===== src/sv/assert_macros.svh =====
// Assertion helpers shared by the RTL.
// Define ASSERT_OFF to compile every check away.
`ifndef ASSERT_MACROS_SVH
`define ASSERT_MACROS_SVH

`ifndef ASSERT_OFF

// Clocked check that is held off while reset is asserted.
`define ASSERT_CLK_RST(label, clk, rst, prop, msg) \
  label: assert property (@(posedge clk) disable iff (rst) prop) else $error(msg);

// Clocked check that also holds during reset.
`define ASSERT_CLK(label, clk, prop, msg) \
  label: assert property (@(posedge clk) prop) else $error(msg);

`else

`define ASSERT_CLK_RST(label, clk, rst, prop, msg)
`define ASSERT_CLK(label, clk, prop, msg)

`endif

`endif


===== src/sv/mctt_pkg.sv =====
package mctt_pkg;

  // Command codes carried in the kind field.
  localparam logic [2:0] KIND_TICK      = 3'd0;
  localparam logic [2:0] KIND_SET       = 3'd1;
  localparam logic [2:0] KIND_SET_COUNT = 3'd2;
  localparam logic [2:0] KIND_START     = 3'd3;
  localparam logic [2:0] KIND_STOP      = 3'd4;
  localparam logic [2:0] KIND_RESET     = 3'd5;
  localparam logic [2:0] KIND_ALLOC     = 3'd6;

  // Width of the reported expiry mask.
  localparam int unsigned MASK_W = 8;

  // One command transfer.
  typedef struct packed {
    logic [2:0]  kind;
    logic [2:0]  timer_index;
    logic [31:0] value;
    logic        one_shot;
  } cmd_t;

  // One result transfer.
  typedef struct packed {
    logic [MASK_W-1:0] expired_mask;
    logic [3:0]        handle;
    logic              handle_valid;
    logic [31:0]       tick_total;
  } res_t;

  // Command broadcast from the controller to every timer cell.
  typedef struct packed {
    logic go;
    cmd_t cmd;
  } cell_req_t;

endpackage


===== src/sv/mctt_cell.sv =====
module mctt_cell
  import mctt_pkg::*;
(
  input  logic      clk,
  input  logic      rst,
  input  cell_req_t req,
  input  logic      sel,
  input  logic      alloc_prev,
  output logic      alloc,
  output logic      expire
);

  logic        enabled;
  logic [31:0] count;
  logic [31:0] reload;
  logic        oneshot;

  logic        enabled_next;
  logic [31:0] count_next;
  logic [31:0] reload_next;
  logic        oneshot_next;
  logic        alloc_next;
  logic [31:0] count_dec;

  assign count_dec = count - 32'd1;

  // Next state of this timer for the command being accepted.
  always_comb begin
    enabled_next = enabled;
    count_next   = count;
    reload_next  = reload;
    oneshot_next = oneshot;
    alloc_next   = alloc;
    expire       = 1'b0;
    if (req.go) begin
      case (req.cmd.kind)
        KIND_TICK: begin
          if (alloc && enabled) begin
            count_next = count_dec;
            if (count_dec == 32'd0) begin
              count_next = reload;
              expire     = 1'b1;
              if (oneshot) begin
                enabled_next = 1'b0;
              end
            end
          end
        end
        KIND_SET: begin
          if (sel) begin
            oneshot_next = req.cmd.one_shot;
            count_next   = req.cmd.value;
            reload_next  = req.cmd.value;
          end
        end
        KIND_SET_COUNT: begin
          if (sel) begin
            count_next = req.cmd.value;
          end
        end
        KIND_START: begin
          if (sel) begin
            enabled_next = 1'b1;
          end
        end
        KIND_STOP: begin
          if (sel) begin
            enabled_next = 1'b0;
          end
        end
        KIND_RESET: begin
          if (sel) begin
            enabled_next = 1'b0;
            count_next   = reload;
          end
        end
        KIND_ALLOC: begin
          // The handle goes to the first free cell along the row.
          if (alloc_prev && !alloc) begin
            alloc_next = 1'b1;
          end
        end
        default: begin
        end
      endcase
    end
  end

  // Timer state registers.
  always_ff @(posedge clk) begin
    if (rst) begin
      enabled <= 1'b0;
      count   <= '0;
      reload  <= '0;
      oneshot <= 1'b0;
      alloc   <= 1'b0;
    end else begin
      enabled <= enabled_next;
      count   <= count_next;
      reload  <= reload_next;
      oneshot <= oneshot_next;
      alloc   <= alloc_next;
    end
  end

endmodule


===== src/sv/multi_channel_tick_timer_bank.sv =====
// Bank of TIMERS down-counting timers, each held in a cell of a row that
// updates all timers in parallel. One command is taken per cycle and its
// result appears in the output register on the next cycle, so the block
// sustains one command per clock while res_stall is low; the result
// register is the only stage and a held result stalls the command side.
// Handles are handed out along the row: a cell takes the next allocation
// when its left neighbour is already allocated. Only the first eight
// timers are reported in expired_mask; handle is the allocation count
// truncated to four bits.
`include "assert_macros.svh"

module multi_channel_tick_timer_bank
  import mctt_pkg::*;
#(
  parameter int unsigned TIMERS = 8
)
(
  input  logic clk,
  input  logic rst,
  input  logic cmd_valid,
  output logic cmd_stall,
  input  cmd_t cmd,
  output logic res_valid,
  input  logic res_stall,
  output res_t res
);

  localparam int unsigned CW = $clog2(TIMERS + 1);

  logic              accept;
  cell_req_t         req;
  logic [TIMERS-1:0] sel;
  logic [TIMERS-1:0] alloc_vec;
  logic [TIMERS-1:0] alloc_chain;
  logic [TIMERS-1:0] expire_vec;
  logic [MASK_W-1:0] mask;
  logic [CW-1:0]     alloc_count;
  logic [CW-1:0]     alloc_count_next;
  logic [31:0]       tick_count;
  logic [31:0]       tick_count_next;
  logic              alloc_free;
  res_t              res_next;

  // Handshake: a command is taken whenever the result register can move.
  assign cmd_stall = res_valid && res_stall;
  assign accept    = cmd_valid && !cmd_stall;
  assign req.go    = accept;
  assign req.cmd   = cmd;

  // The row of timer cells, with the allocation flag passed along it.
  assign alloc_chain[0] = 1'b1;

  for (genvar i = 0; i < TIMERS; i++) begin : g_cell
    assign sel[i] = (7'(cmd.timer_index) == 7'(i));

    mctt_cell u_cell (
      .clk        (clk),
      .rst        (rst),
      .req        (req),
      .sel        (sel[i]),
      .alloc_prev (alloc_chain[i]),
      .alloc      (alloc_vec[i]),
      .expire     (expire_vec[i])
    );

    if (i + 1 < TIMERS) begin : g_link
      assign alloc_chain[i+1] = alloc_vec[i];
    end
  end

  // Expiry mask covers the first eight timers.
  for (genvar b = 0; b < MASK_W; b++) begin : g_mask
    if (b < TIMERS) begin : g_live
      assign mask[b] = expire_vec[b];
    end else begin : g_none
      assign mask[b] = 1'b0;
    end
  end

  // Tick and allocation counters, and the result of this command.
  assign alloc_free = (alloc_count != CW'(TIMERS));

  always_comb begin
    tick_count_next  = tick_count;
    alloc_count_next = alloc_count;
    res_next         = '0;
    case (cmd.kind)
      KIND_TICK: begin
        tick_count_next       = tick_count + 32'd1;
        res_next.expired_mask = mask;
      end
      KIND_ALLOC: begin
        res_next.handle = 4'(alloc_count);
        if (alloc_free) begin
          res_next.handle_valid = 1'b1;
          alloc_count_next      = alloc_count + CW'(1);
        end
      end
      default: begin
      end
    endcase
    res_next.tick_total = tick_count_next;
  end

  always_ff @(posedge clk) begin
    if (rst) begin
      tick_count  <= '0;
      alloc_count <= '0;
    end else if (accept) begin
      tick_count  <= tick_count_next;
      alloc_count <= alloc_count_next;
    end
  end

  // Output register.
  always_ff @(posedge clk) begin
    if (rst) begin
      res_valid <= 1'b0;
    end else if (accept) begin
      res_valid <= 1'b1;
    end else if (!res_stall) begin
      res_valid <= 1'b0;
    end
  end

  always_ff @(posedge clk) begin
    if (accept) begin
      res <= res_next;
    end
  end

  // Checks on the allocation row and the counters.
  logic [TIMERS-1:0] alloc_left;
  assign alloc_left = TIMERS'({alloc_vec, 1'b1});

  `ASSERT_CLK_RST(a_alloc_count, clk, rst, $countones(alloc_vec) == alloc_count, "allocation count and cells disagree")
  `ASSERT_CLK_RST(a_alloc_row, clk, rst, (alloc_vec & ~alloc_left) == '0, "allocated cells are not a prefix of the row")
  `ASSERT_CLK_RST(a_tick_inc, clk, rst, accept && cmd.kind == KIND_TICK |=> tick_count == $past(tick_count) + 32'd1, "tick counter did not advance")
  `ASSERT_CLK_RST(a_handle_kind, clk, rst, accept && cmd.kind != KIND_ALLOC |=> res_valid && !res.handle_valid, "handle reported for a command other than allocate")

endmodule

===== config.mk =====
export PLATFORM = sky130hd
export DESIGN_NAME = multi_channel_tick_timer_bank
export DESIGN_NICKNAME = d
export VERILOG_FILES = /design/src/sv/mctt_pkg.sv /design/src/sv/mctt_cell.sv /design/src/sv/multi_channel_tick_timer_bank.sv
export VERILOG_INCLUDE_DIRS = /design/src /design/src/sv
export SDC_FILE = /design/constraint.sdc
export NUM_CORES = 2
export LEC_CHECK = 0
export ABC_CLOCK_PERIOD_IN_PS = 4600
export BUFFER_PORTS_ARGS = -buffer_cell sky130_fd_sc_hd__buf_2
export CAP_MARGIN = 20
export CORE_MARGIN = 4
export CORE_UTILIZATION = 55
export DETAILED_ROUTE_END_ITERATION = 8
export PLACE_DENSITY = 0.8
export SKIP_LAST_GASP = 1
export SLEW_MARGIN = 20
export SYNTH_ARGS = -nofsm -noshare
export SYNTH_HDL_FRONTEND = slang
export SYNTH_HIERARCHICAL = 1
export SYNTH_SLANG_ARGS = --single-unit

===== constraint.sdc =====
create_clock -name clk -period 4.6 [get_ports clk]
set_input_delay 0.46 -clock clk [delete_from_list [all_inputs] [get_ports clk]]
set_output_delay 0.46 -clock clk [all_outputs]
set_load 0.005 [all_outputs]

==> flow_summary_export.csv <==
group,metric,value,unit
status,status,"complete, no violations",
synthesis,ys_warn_count,6,
detailed_routing,wire_per_inst,21.8,um
floorplan,die_area,0.0738,sq mm
worst_setup_path,end_kind,"register",
final_layout,drive_above_1_share,0.0993,
global_routing,antenna_found_initial,6,
synthesis,synth_area,0.0382,sq mm
floorplan,die-height,272,um
power,pwr-share-clk,0.411,
detailed_routing,drtIter0Drc,4572,
clock_network,cts_htree_levels,3,
power,pwr-share-seq,0.409,
power,switching_share,0.302,
detailed_routing,wl,125000,um
clock_network,cts-hold-fix-buffers,0,
final_layout,design_area,0.0412,sq mm
worst_setup_path,worstPathArrival,4.37,ns
clock_network,cts_root_buf,"clkbuf_16",
synthesis,avgSynthCellArea,7.84,sq um
final_layout,fin_util,0.600,
clock_network,clkTransAtPathRegs,0.06,ns
power,peakVddDrop,301,uV
sta,max_freq,260,MHz
power,p_switching,4.12,mW
worst_setup_path,r2r_slack,0.76,ns
worst_setup_path,crit_type,"reg -> reg",
final_layout,multi_input_area,0.0233,sq mm
global_routing,grt_max_degree,67,
synthesis,synth_nets,4939,
sta,maxSlewViolCount,0,
placed_design,hpwl,77600,um
synthesis,synth_area_leaders,"dfxtp_1 30%, nand2_1 7.3%, a21oi_1 5.1%, nand4_1 4.3%, a221oi_1 3.8%",
worst_setup_path,r2r_cells,10,
floorplan,initial_core_util,0.556,
detailed_routing,drt-vias-per-instance,6.85,
power,intPower,9.53,mW
power,powerDensity,331,mW/mm^2
placed_design,dpl_cell_area,0.0390,sq mm
final_layout,finalNetCount,4791,
synthesis,synth_largest_area_cell,"dfxtp_1",
global_routing,grt_pass1_wl,198000,um
final_layout,register_area,0.0128,sq mm
flow_run,cap_violations,0,
sta,finalHoldViolations,0,
synthesis,ys_seq_area_frac,0.335,
clock_network,cts_sinks,618,
worst_setup_path,start_kind,"register",
clock_network,tritoncts,"built",
detailed_routing,drtAntennaViolNets,0,
power,pwr-share-comb,0.180,
global_routing,grtUsageTotal,0.323,
sta,finClkSkew,0.0145,ns
sta,period_share,0.835,
placed_design,place_inst,5589,
floorplan,die_width,272,um
synthesis,ys.flop_type,"dfxtp_1",
power,leakage,14.4,nW
synthesis,synthesis.instances,4877,
sta,hold_ws,0.0682,ns
worst_hold_path,whs_endpoint,"res_valid$_SDFFE_PP0P_",
synthesis,synth_top_area_share,0.300,
clock_network,clockBufferDepth,3,
synthesis,synth.most_common_cell,"nand2_1",
global_routing,grt_use_met3,0.0816,
sta,finalCriticalPeriod,3.84,ns
synthesis,ys_types,85,
sta,setup_viol,0,
global_routing,grt_pass1_vias,35700,
synthesis,synthArstFlopShare,0,
floorplan,io_pins,90,
placed_design,io_buffers,89,
global_routing,met2_usage,0.490,
placed_design,gp_congestion,1.02,
worst_setup_path,r2r_end,"g_cell[3].u_cell/count[20]$_SDFFE_PP0P_",
floorplan,core_area,0.0687,sq mm
detailed_routing,vias,39200,
worst_hold_path,hold_depth,3,
final_layout,area_delta_synth_final,7.89,%
global_routing,grt.overflow.total,0,
sta,fin_setup_tns,0,ns
final_layout,instances_no_fill,5715,
global_routing,grtUsageMet1,0.430,
worst_hold_path,hp-start,"cmd_valid",
clock_network,insertion_delay,0.62,ns
worst_setup_path,critPathRequiredTime,5.13,ns
sta,rsz0062_at_grt,"false",
global_routing,grt_busiest_layer,"met2",
sta,slew_headroom,0.228,
worst_setup_path,worstReg2RegStart,"g_cell[3].u_cell/count[0]$_SDFFE_PP0P_",
clock_network,numCtsBuffers,69,
final_layout,fillers,6149,
floorplan,row_count,96,
clock_network,post_cts_resized,0,
synthesis,synth_commonest_cells,"741 x nand2_1, 573 x dfxtp_1, 389 x a21oi_1",
detailed_routing,drc_errors,0,
sta,tightest_slew,1.16,ns
worst_hold_path,holdCritPathClass,"in -> reg",
synthesis,synth_edf_count,45,
detailed_routing,drtPass1Iterations,6,
clock_network,post_cts_buffers,0,
worst_setup_path,cp_max_fo,18,
synthesis,ys_ff_latch,618,
[final cells by class]
class,count,area share
Tap cell,931,0.0282
Antenna cell,1,0.0000607
Clock inverter,24,0.00686
Clock buffer,101,0.0477
Timing Repair Buffer,212,0.0337
Sequential cell,618,0.311
Multi-Input combinational cell,3751,0.565
Inverter,77,0.00707
[cell usage in the layout, fill, tap and decap left out, types with 30 or more instances in the layout]
cell type  synthesis  final
a21o_1            72     72
or3_1             59     56
or4_1             30     30
dfxtp_1          573    573
nor3_1           186    169
and2_1            35     34
a21oi_1          389    377
o211ai_1          56     56
nand3_1           39     39
nor4_1           137    137
a221oi_1         168    168
nand2b_1          40     40
nand2_1          741    740
o21ai_0          135    131
xor2_1           112    112
o221ai_1          44     44
buf_2             59     88
nor2_1           282    278
buf_4             12    122
clkbuf_16          0     70
a211oi_1          40     40
nand4_1          262    262
a31oi_1          156    156
edfxtp_1          45     45
xnor2_1          139    139
inv_1             77     76
a221o_1           72     72
[flip-flops by register name, indices dropped and copies added, names as in the netlist, 4 cells and up]
| signal | flops |
|---|---|
| g_cell.u_cell/oneshot | 8 |
| tick_count | 32 |
| res | 45 |
| g_cell.u_cell/enabled | 8 |
| g_cell.u_cell/alloc | 8 |
| g_cell.u_cell/reload | 256 |
| alloc_count | 4 |
| g_cell.u_cell/count | 256 |
[routing by layer]
layer / wire, um / share of wire / vias to the layer above
li1: - / - / 18100
met1: 49800 / 0.40 / 18600
met2: 53600 / 0.43 / 2109
met3: 14700 / 0.12 / 345
met4: 6430 / 0.052 / 6
met5: 34 / 0.00027 / -
[metrics by stage]
stage | total power, mW | setup WS (ns)
final | 13.6 | 0.757
after global routing | 14.1 | 0.511
after CTS | 13.6 | 0.790
after detailed placement | 8.06 | 0.813
after global placement | 8.04 | 0.914
after floorplan | 7.34 | 0.614
[power by group through the flow]
stage / clock network, mW / logic, mW / registers, mW
after floorplan: 0 / 1.68 / 5.66
after global placement: 0 / 2.35 / 5.69
after detailed placement: 0 / 2.37 / 5.69
after CTS: 5.66 / 2.39 / 5.58
after global routing: 5.87 / 2.64 / 5.59
final: 5.61 / 2.46 / 5.58
[kinds of logic after synthesis]
group | count (synthesis) | share of synthesized area
buf+inv | 508 | 0.0595
xor+xnor | 251 | 0.0575
flops | 618 | 0.335
compound gates | 1385 | 0.253
mux | 1 | 0.000262
fa+ha+maj | 19 | 0.00622
simple gates | 2094 | 0.287
other cells | 1 | 0.0000981
[how the worst max path moves through the flow]
stage | cells past startpoint | slack (ns) | endpoint | startpoint
6_report | 10 | 0.76 | g_cell[3].u_cell/count[20]$_SDFFE_PP0P_ | g_cell[3].u_cell/count[0]$_SDFFE_PP0P_
5_1_grt | 9 | 0.51 | g_cell[2].u_cell/count[31]$_SDFFE_PP0P_ | g_cell[2].u_cell/count[0]$_SDFFE_PP0P_
4_1_cts | 10 | 0.79 | g_cell[3].u_cell/count[20]$_SDFFE_PP0P_ | g_cell[3].u_cell/count[0]$_SDFFE_PP0P_
3_5_place_dp | 10 | 0.81 | g_cell[3].u_cell/count[4]$_SDFFE_PP0P_ | g_cell[3].u_cell/count[0]$_SDFFE_PP0P_
3_3_place_gp | 10 | 0.91 | g_cell[3].u_cell/count[4]$_SDFFE_PP0P_ | g_cell[3].u_cell/count[0]$_SDFFE_PP0P_
2_1_floorplan | 10 | 0.61 | g_cell[0].u_cell/count[14]$_SDFFE_PP0P_ | cmd_valid
[critical path: stages, from the launching register on]
cell and delay, ns:
dfxtp_1 0.38, inv_1 0.08, ha_1 0.25, or4b_1 0.61
or4b_4 0.57, o31ai_1 0.24, nand4bb_1 0.18, nor4_4 0.66
buf_4 0.38, a41oi_1 0.16, a211oi_1 0.23
(Power assumes the default switching activity.)
